[config.mk]
export PLATFORM = sky130hd
export DESIGN_NAME = least_loaded_list_scheduler_top
export DESIGN_NICKNAME = d
export VERILOG_FILES = /design/src/rtl/llls_pkg.sv /design/src/rtl/llls_cell.sv /design/src/rtl/least_loaded_list_scheduler_top.sv
export VERILOG_INCLUDE_DIRS = /design/src /design/src/rtl
export SDC_FILE = /design/constraint.sdc
export NUM_CORES = 2
export LEC_CHECK = 0
export BUFFER_PORTS_ARGS = -buffer_cell sky130_fd_sc_hd__buf_2
export CORE_ASPECT_RATIO = 0.7
export CORE_MARGIN = 8
export CORE_UTILIZATION = 50
export CTS_CLUSTER_DIAMETER = 80
export CTS_CLUSTER_SIZE = 30
export DETAILED_ROUTE_END_ITERATION = 8
export GPL_TIMING_DRIVEN = 0
export PLACE_DENSITY = 0.69
export SLEW_MARGIN = 20
export SYNTH_ARGS = -nofsm -noshare
export SYNTH_HDL_FRONTEND = slang
export SYNTH_SLANG_ARGS = --single-unit
[constraint.sdc]
create_clock -name clk -period 24.4 [get_ports clk]
set_input_delay 4.88 -clock clk [delete_from_list [all_inputs] [get_ports clk]]
set_output_delay 4.88 -clock clk [all_outputs]
set_load 0.01 [all_outputs]
[src/rtl/least_loaded_list_scheduler_top_defines.svh]
// Assertion macros shared by the scheduler RTL.
`ifndef LEAST_LOADED_LIST_SCHEDULER_TOP_DEFINES_SVH
`define LEAST_LOADED_LIST_SCHEDULER_TOP_DEFINES_SVH

// The consequent must hold in the same cycle as the antecedent.
`define LLLS_ASSERT_NOW(lbl, ante, cons) \
    lbl: assert property (@(posedge clk) disable iff (!rst_n) (ante) |-> (cons)) \
        else $error("scheduler check failed");

// The consequent must hold in the cycle after the antecedent.
`define LLLS_ASSERT_NEXT(lbl, ante, cons) \
    lbl: assert property (@(posedge clk) disable iff (!rst_n) (ante) |=> (cons)) \
        else $error("scheduler check failed");

`endif

[src/rtl/llls_pkg.sv]
package llls_pkg;

    localparam int SEL_W   = 6;
    localparam int CNT_W   = 7;
    localparam int TIME_W  = 16;
    localparam int ID_W    = 8;
    localparam int CFG_W   = 4;
    localparam int MS_W    = 24;
    localparam int TOTAL_W = 32;
    localparam int MACH_W  = 3;

    typedef struct packed
    {
        logic              add;
        logic              clear;
        logic [SEL_W-1:0]  sel;
        logic [TIME_W-1:0] amount;
        logic [CNT_W-1:0]  active;
    } cell_cmd_t;

    typedef struct packed
    {
        logic             tok;
        logic             found;
        logic [SEL_W-1:0] pick;
    } sweep_t;

    typedef enum logic [2:0]
    {
        ST_IDLE = 3'b001,
        ST_SCAN = 3'b010,
        ST_DONE = 3'b100
    } state_t;

    function automatic logic [63:0] sat_add(input logic [63:0] load,
                                            input logic [TIME_W-1:0] amount,
                                            input logic [63:0] limit);
        logic [64:0] sum;
        sum = {1'b0, load} + 65'(amount);
        if (sum > {1'b0, limit})
        begin
            return limit;
        end
        return sum[63:0];
    endfunction

endpackage

[src/rtl/llls_cell.sv]
module llls_cell
    import llls_pkg::*;
#(
    parameter int INDEX     = 0,
    parameter int LOAD_BITS = 24
)
(
    input  logic                 clk,
    input  logic                 rst_n,
    input  cell_cmd_t            cmd,
    input  sweep_t               ctl_in,
    input  logic [LOAD_BITS-1:0] min_in,
    input  logic [LOAD_BITS-1:0] max_in,
    output sweep_t               ctl_out,
    output logic [LOAD_BITS-1:0] min_out,
    output logic [LOAD_BITS-1:0] max_out
);

    localparam logic [63:0] LOAD_MAX = {{(64-LOAD_BITS){1'b0}}, {LOAD_BITS{1'b1}}};

    logic [LOAD_BITS-1:0] load_reg;
    logic [LOAD_BITS-1:0] load_next;
    logic                 tok_reg;
    logic                 found_reg;
    logic [SEL_W-1:0]     pick_reg;
    logic [LOAD_BITS-1:0] min_reg;
    logic [LOAD_BITS-1:0] max_reg;
    logic                 in_use;
    logic                 take;

    assign in_use = CNT_W'(INDEX) < cmd.active;
    assign take   = in_use && (!ctl_in.found || (load_reg < min_in));

    always_comb
    begin
        load_next = load_reg;
        if (cmd.clear)
        begin
            load_next = '0;
        end
        else if (cmd.add && (cmd.sel == SEL_W'(INDEX)))
        begin
            load_next = LOAD_BITS'(sat_add(64'(load_reg), cmd.amount, LOAD_MAX));
        end
    end

    always_ff @(posedge clk or negedge rst_n)
    begin
        if (!rst_n)
        begin
            load_reg <= '0;
            tok_reg  <= 1'b0;
        end
        else
        begin
            load_reg <= load_next;
            tok_reg  <= ctl_in.tok;
        end
    end

    always_ff @(posedge clk)
    begin
        if (ctl_in.tok)
        begin
            found_reg <= ctl_in.found | in_use;
            pick_reg  <= take ? SEL_W'(INDEX) : ctl_in.pick;
            min_reg   <= take ? load_reg : min_in;
            max_reg   <= (load_reg > max_in) ? load_reg : max_in;
        end
    end

    assign ctl_out.tok   = tok_reg;
    assign ctl_out.found = found_reg;
    assign ctl_out.pick  = pick_reg;
    assign min_out       = min_reg;
    assign max_out       = max_reg;

endmodule

[src/rtl/least_loaded_list_scheduler_top.sv]
// Each request is one job (or a bare group or evaluation marker). A sweep token walks a
// row of MACHINES cells, one cell per cycle, each comparing its load against the running
// minimum and maximum. After the token leaves the last cell the scheduler moves from SCAN
// to DONE, commits the result into the output register and returns to IDLE, the only state
// in which the next request can be accepted; the length of the cell row sets the rate.
// A finished result waits in the output register while the next request is taken, and
// the next result is held back, with the input stalled, until that register is read.
`include "least_loaded_list_scheduler_top_defines.svh"

module least_loaded_list_scheduler_top
    import llls_pkg::*;
#(
    parameter int MACHINES  = 8,
    parameter int LOAD_BITS = 24
)
(
    input  logic             clk,
    input  logic             rst_n,
    input  logic             cfg_valid,
    output logic             cfg_ready,
    input  logic [CFG_W-1:0] cfg_data,      // machines_in_use
    input  logic             s_axis_tvalid,
    output logic             s_axis_tready,
    input  logic [23:0]      s_axis_tdata,  // job_time, job_id
    input  logic             s_axis_tlast,  // end_of_group
    input  logic [1:0]       s_axis_tuser,  // has_job, end_of_evaluation
    output logic             m_axis_tvalid,
    input  logic             m_axis_tready,
    output logic [103:0]     m_axis_tdata,  // assigned_machine, echoed_job_id,
                                            // group_makespan, running_total, best_total
    output logic [1:0]       m_axis_tuser   // job_assigned, best_improved
);

    localparam logic [63:0] LOAD_MAX = {{(64-LOAD_BITS){1'b0}}, {LOAD_BITS{1'b1}}};

    state_t               state_reg;
    state_t               state_next;
    logic [CFG_W-1:0]     cfg_reg;
    logic [TIME_W-1:0]    time_reg;
    logic [ID_W-1:0]      id_reg;
    logic                 has_job_reg;
    logic                 close_reg;
    logic                 eval_reg;
    logic [TOTAL_W-1:0]   total_reg;
    logic [TOTAL_W-1:0]   total_next;
    logic [TOTAL_W-1:0]   best_reg;
    logic [TOTAL_W-1:0]   best_next;
    logic                 out_valid_reg;
    logic                 out_valid_next;
    logic [103:0]         out_data_reg;
    logic [1:0]           out_user_reg;

    logic                 accept;
    logic                 commit;
    logic [CNT_W-1:0]     count;
    cell_cmd_t            cmd;
    sweep_t               ctl [MACHINES+1];
    logic [LOAD_BITS-1:0] mn  [MACHINES+1];
    logic [LOAD_BITS-1:0] mx  [MACHINES+1];
    logic [LOAD_BITS-1:0] new_load;
    logic [LOAD_BITS-1:0] makespan;
    logic [63:0]          sum;
    logic [TOTAL_W-1:0]   total_mid;
    logic                 improved;

    assign cfg_ready     = 1'b1;
    assign s_axis_tready = state_reg == ST_IDLE;
    assign accept        = s_axis_tvalid && s_axis_tready;
    assign commit        = (state_reg == ST_DONE) && (!out_valid_reg || m_axis_tready);

    always_comb
    begin
        count = (cfg_reg == '0) ? CNT_W'(1) : CNT_W'(cfg_reg);
        if (count > CNT_W'(MACHINES))
        begin
            count = CNT_W'(MACHINES);
        end
    end

    assign cmd.add    = commit && has_job_reg;
    assign cmd.clear  = commit && close_reg;
    assign cmd.sel    = ctl[MACHINES].pick;
    assign cmd.amount = time_reg;
    assign cmd.active = count;

    assign ctl[0].tok   = accept;
    assign ctl[0].found = 1'b0;
    assign ctl[0].pick  = '0;
    assign mn[0]        = '0;
    assign mx[0]        = '0;

    for (genvar i = 0; i < MACHINES; i++)
    begin : g_cell
        llls_cell #(
            .INDEX     (i),
            .LOAD_BITS (LOAD_BITS)
        ) u_cell (
            .clk     (clk),
            .rst_n   (rst_n),
            .cmd     (cmd),
            .ctl_in  (ctl[i]),
            .min_in  (mn[i]),
            .max_in  (mx[i]),
            .ctl_out (ctl[i+1]),
            .min_out (mn[i+1]),
            .max_out (mx[i+1])
        );
    end

    always_comb
    begin
        new_load = LOAD_BITS'(sat_add(64'(mn[MACHINES]), time_reg, LOAD_MAX));
        makespan = mx[MACHINES];
        if (has_job_reg && (new_load > makespan))
        begin
            makespan = new_load;
        end
        if (!close_reg)
        begin
            makespan = '0;
        end
        sum       = 64'(total_reg) + 64'(makespan);
        total_mid = (sum > 64'(32'hFFFF_FFFF)) ? '1 : sum[TOTAL_W-1:0];
        improved  = eval_reg && (total_mid < best_reg);
        best_next = improved ? total_mid : best_reg;
        total_next = eval_reg ? '0 : total_mid;
    end

    always_comb
    begin
        state_next = state_reg;
        case (state_reg)
            ST_IDLE:
            begin
                if (accept)
                begin
                    state_next = ST_SCAN;
                end
            end
            ST_SCAN:
            begin
                if (ctl[MACHINES].tok)
                begin
                    state_next = ST_DONE;
                end
            end
            ST_DONE:
            begin
                if (commit)
                begin
                    state_next = ST_IDLE;
                end
            end
            default:
            begin
                state_next = ST_IDLE;
            end
        endcase
    end

    always_comb
    begin
        out_valid_next = out_valid_reg;
        if (commit)
        begin
            out_valid_next = 1'b1;
        end
        else if (m_axis_tready)
        begin
            out_valid_next = 1'b0;
        end
    end

    always_ff @(posedge clk or negedge rst_n)
    begin
        if (!rst_n)
        begin
            state_reg     <= ST_IDLE;
            cfg_reg       <= CFG_W'(7);
            total_reg     <= '0;
            best_reg      <= '1;
            out_valid_reg <= 1'b0;
        end
        else
        begin
            state_reg     <= state_next;
            out_valid_reg <= out_valid_next;
            if (cfg_valid && cfg_ready)
            begin
                cfg_reg <= cfg_data;
            end
            if (commit)
            begin
                total_reg <= total_next;
                best_reg  <= best_next;
            end
        end
    end

    always_ff @(posedge clk)
    begin
        if (accept)
        begin
            time_reg    <= s_axis_tdata[15:0];
            id_reg      <= s_axis_tdata[23:16];
            has_job_reg <= s_axis_tuser[0];
            close_reg   <= s_axis_tlast | s_axis_tuser[1];
            eval_reg    <= s_axis_tuser[1];
        end
        if (commit)
        begin
            out_data_reg <= {5'b0, best_next, total_mid, MS_W'(makespan), id_reg,
                             has_job_reg ? ctl[MACHINES].pick[MACH_W-1:0] : MACH_W'(0)};
            out_user_reg <= {improved, has_job_reg};
        end
    end

    assign m_axis_tvalid = out_valid_reg;
    assign m_axis_tdata  = out_data_reg;
    assign m_axis_tuser  = out_user_reg;

    `LLLS_ASSERT_NEXT(a_accept_starts_scan, accept, state_reg == ST_SCAN)
    `LLLS_ASSERT_NOW(a_sweep_end_in_scan, ctl[MACHINES].tok, state_reg == ST_SCAN)
    `LLLS_ASSERT_NOW(a_pick_in_use, commit && has_job_reg, CNT_W'(ctl[MACHINES].pick) < count)
    `LLLS_ASSERT_NEXT(a_best_never_rises, commit, best_reg <= $past(best_reg))

endmodule

==> flow_summary.ini <==
[worst_hold_path]
whs_endpoint = m_axis_tdata[7]
min_path_cells = 0
hp-class = flop to flop
min-delay-start = id_reg[4]

[floorplan]
die_h_microns = 283
initial_core_util_pct = 50.1
io_pins = 145
core_sq_um = 102000
die_width_microns = 397
rows = 98
dieArea_sq_um = 112000

[detailed_routing]
drt-initial-drc-count = 5096
via_per_inst = 5.97
vias = 37959
drc = 0
drtAntennaViolNets = 0
wirelength_microns = 145000
dr.pass1.iters = 6
wl_per_cell_microns = 22.8

[clock_network]
cts_hold_buf = 0
clock_path_buffers = 3
clkLatencyLatePin_ns = 0.66
cts_tree = built
cts_root_buf = clkbuf_16
path_clk_slew_ns = 0.12
cts_resized = 0
postCtsSetupBuffers = 0
cts_sinks = 808
cts_made_buffers = 40
cts.htree.levels = 2

[cells_and_area]
final.fill_count = 8758
drive_above_1_share_pct = 15.0
area_growth_pct = 8.29
final_area_sq_um = 55100
fin_nets = 5575

[setup_path]
r2r-end = m_axis_tdata[97]
r2r_slack_ns = 10.07
reg2reg_depth = 45
cp_max_fo = 10
cp-start-kind = flop
crit_required_ns = 24.80
end_kind = flop
worstPathArrival_ns = 14.73
max_stage_delay_ns = 0.74
crit_slowest_cell = a2111oi_2
r2r-start = time_reg[0]
crit_type = flop to flop

[timing]
hold_viol = 0
fin_worst_skew_ns = 0.0427
timing.fmax_mhz = 69.8
drv_slew = 0
finalCritPeriodShare_pct = 58.7
tightest_slew_ns = 1.09
fin_setup_tns_ns = 0
worst_slack_ns = 10.07
slew_headroom_pct = 27.5
rsz0062_at_grt = no
period_needed_ns = 14.33
final-setup-viol-count = 0

[place]
io_buffer_count = 138
post_dp_cell_area_sq_um = 53600
gp_congestion = 0.945
dp_slack_ns = 10.89
place_hpwl_microns = 115000

[grt]
grt_max_degree = 80
gr-usage-met1_pct = 42.5
grt-busiest-layer = met1
grt_pass1_vias = 35265
met3_usage_pct = 8.25
overflow = 0
grt_pass1_wl_microns = 218000
grt_usage_pct = 25.1
antenna_found_initial = 2
grt_util_met2_pct = 29.9

[logic_synthesis]
yosysWarningCount = 0
synth_commonest_cells = ha_1 (552), edfxtp_1 (536), inv_1 (445)
synth_most_common_cell = ha_1
ys_seq_area_share_pct = 45.1
async_flop_share_pct = 33.7
synth_area_leaders = edfxtp_1 (32%), ha_1 (14%), dfrtp_1 (12%)
yosys.cell_types.count = 107
synth_top_cell_by_area = edfxtp_1
syn_avg_cell_area_sq_um = 10.6
synth.top_cell.area_share_pct = 31.6
ys_ff_latch = 808
netlist_area_sq_um = 50900
yosys_most_used_dff = edfxtp_1
syn_inst = 4780
synth_edf_count = 536

[power]
p_per_area_nw_per_um2 = 75.4
total_leakage_power_nw = 25.5
peakVddDrop_v = 0.0000529

[flow_run]
drv_cap = 0

[run_status]
status = complete, no violations
## worst max-delay path, delay by kind of cell, from the launching register on
kind	cells	cell delay, ns
AO/OA/AOI/OAI	17	5.82
adder cells (fa/ha/maj)	5	1.62
buffers and inverters	9	3.05
flip-flops	1	0.68
multiplexers	1	0.39
AND/OR/NAND/NOR	13	2.46
## kinds of logic (layout without fill, tap and decap cells)
group / Yosys count / after routing / synth area share [%]
xor gates and xnor gates: 136 / 136 / 2.34
buffers and inverters: 629 / 851 / 4.99
muxes: 392 / 392 / 8.72
DFF: 808 / 808 / 45.1
adders and majority gates: 562 / 562 / 14.0
AOI/OAI and AO/OA: 1136 / 1136 / 14.4
and+or+nand+nor: 1115 / 1115 / 10.5
other: 2 / 9 / 0.0148
## layout by cell type, fill, tap and decap left out, drive strengths merged, types with 14 or more instances in the layout
cell type / count
nand2b: 61
edfxtp: 536
a21oi: 272
mux2i: 32
nor3: 65
or2: 18
nand2: 426
nor2: 202
nor2b: 59
inv: 453
ha: 552
dfrtp: 236
xor2: 51
a211oi: 32
a31oi: 69
xnor2: 85
a22oi: 23
mux2: 360
o21ai: 323
and2: 22
buf: 216
and3: 39
a22o: 35
nand4: 81
nor4: 16
a21o: 149
o21a: 41
o21bai: 19
clkbuf: 166
o31ai: 14
nand3: 81
dfstp: 36
o211ai: 38
## metrics by stage
stage | hold WS (ns) | power (mW) | cells | utilization, %
floorplan | 0.400 | 2.81 | 4785 | -
global placement | 0.401 | 3.21 | 6273 | 52.5
detailed placement | 0.407 | 3.25 | 6285 | 52.8
CTS | 0.433 | 4.14 | 6357 | 54.2
global route | 0.450 | 4.37 | 6357 | 54.3
finish | 0.431 | 4.15 | 6359 | 54.3
## how the worst max path moves through the flow
stage,endpoint,cells after the start,startpoint
floorplan,m_axis_tdata[92],43,time_reg[1]
global placement,m_axis_tdata[93],44,time_reg[1]
detailed placement,m_axis_tdata[93],45,time_reg[0]
CTS,m_axis_tdata[93],45,time_reg[0]
global route,m_axis_tdata[94],45,time_reg[0]
finish,m_axis_tdata[97],45,time_reg[0]
## power by group
part           leakage [nW]  switching [mW]  internal (mW)
clock                 0.715           0.509          0.381
combinational          16.1           0.789          0.502
sequential             8.65           0.194           1.78
## routing by layer
metal	vias up	part of all wire, %
met5	-	0
met4	0	1.3
met3	118	13
met2	1659	35
met1	18375	51
li1	17807	-
## layout make-up
cell class              instances  area (sq um)  share of cell area, %
inverters                     445          1670                   3.03
repair buffers                150           973                   1.77
clock buffers                  48          1100                   2.01
well taps                    1350          1690                   3.07
multi-input cells            3348         25400                   46.2
diodes                          2          5.00                0.00908
flip-flops and latches        808         23000                   41.7
clock inverters                24           373                  0.677
plain buffers                 184           873                   1.59
Power figures use the tool's default switching activity.
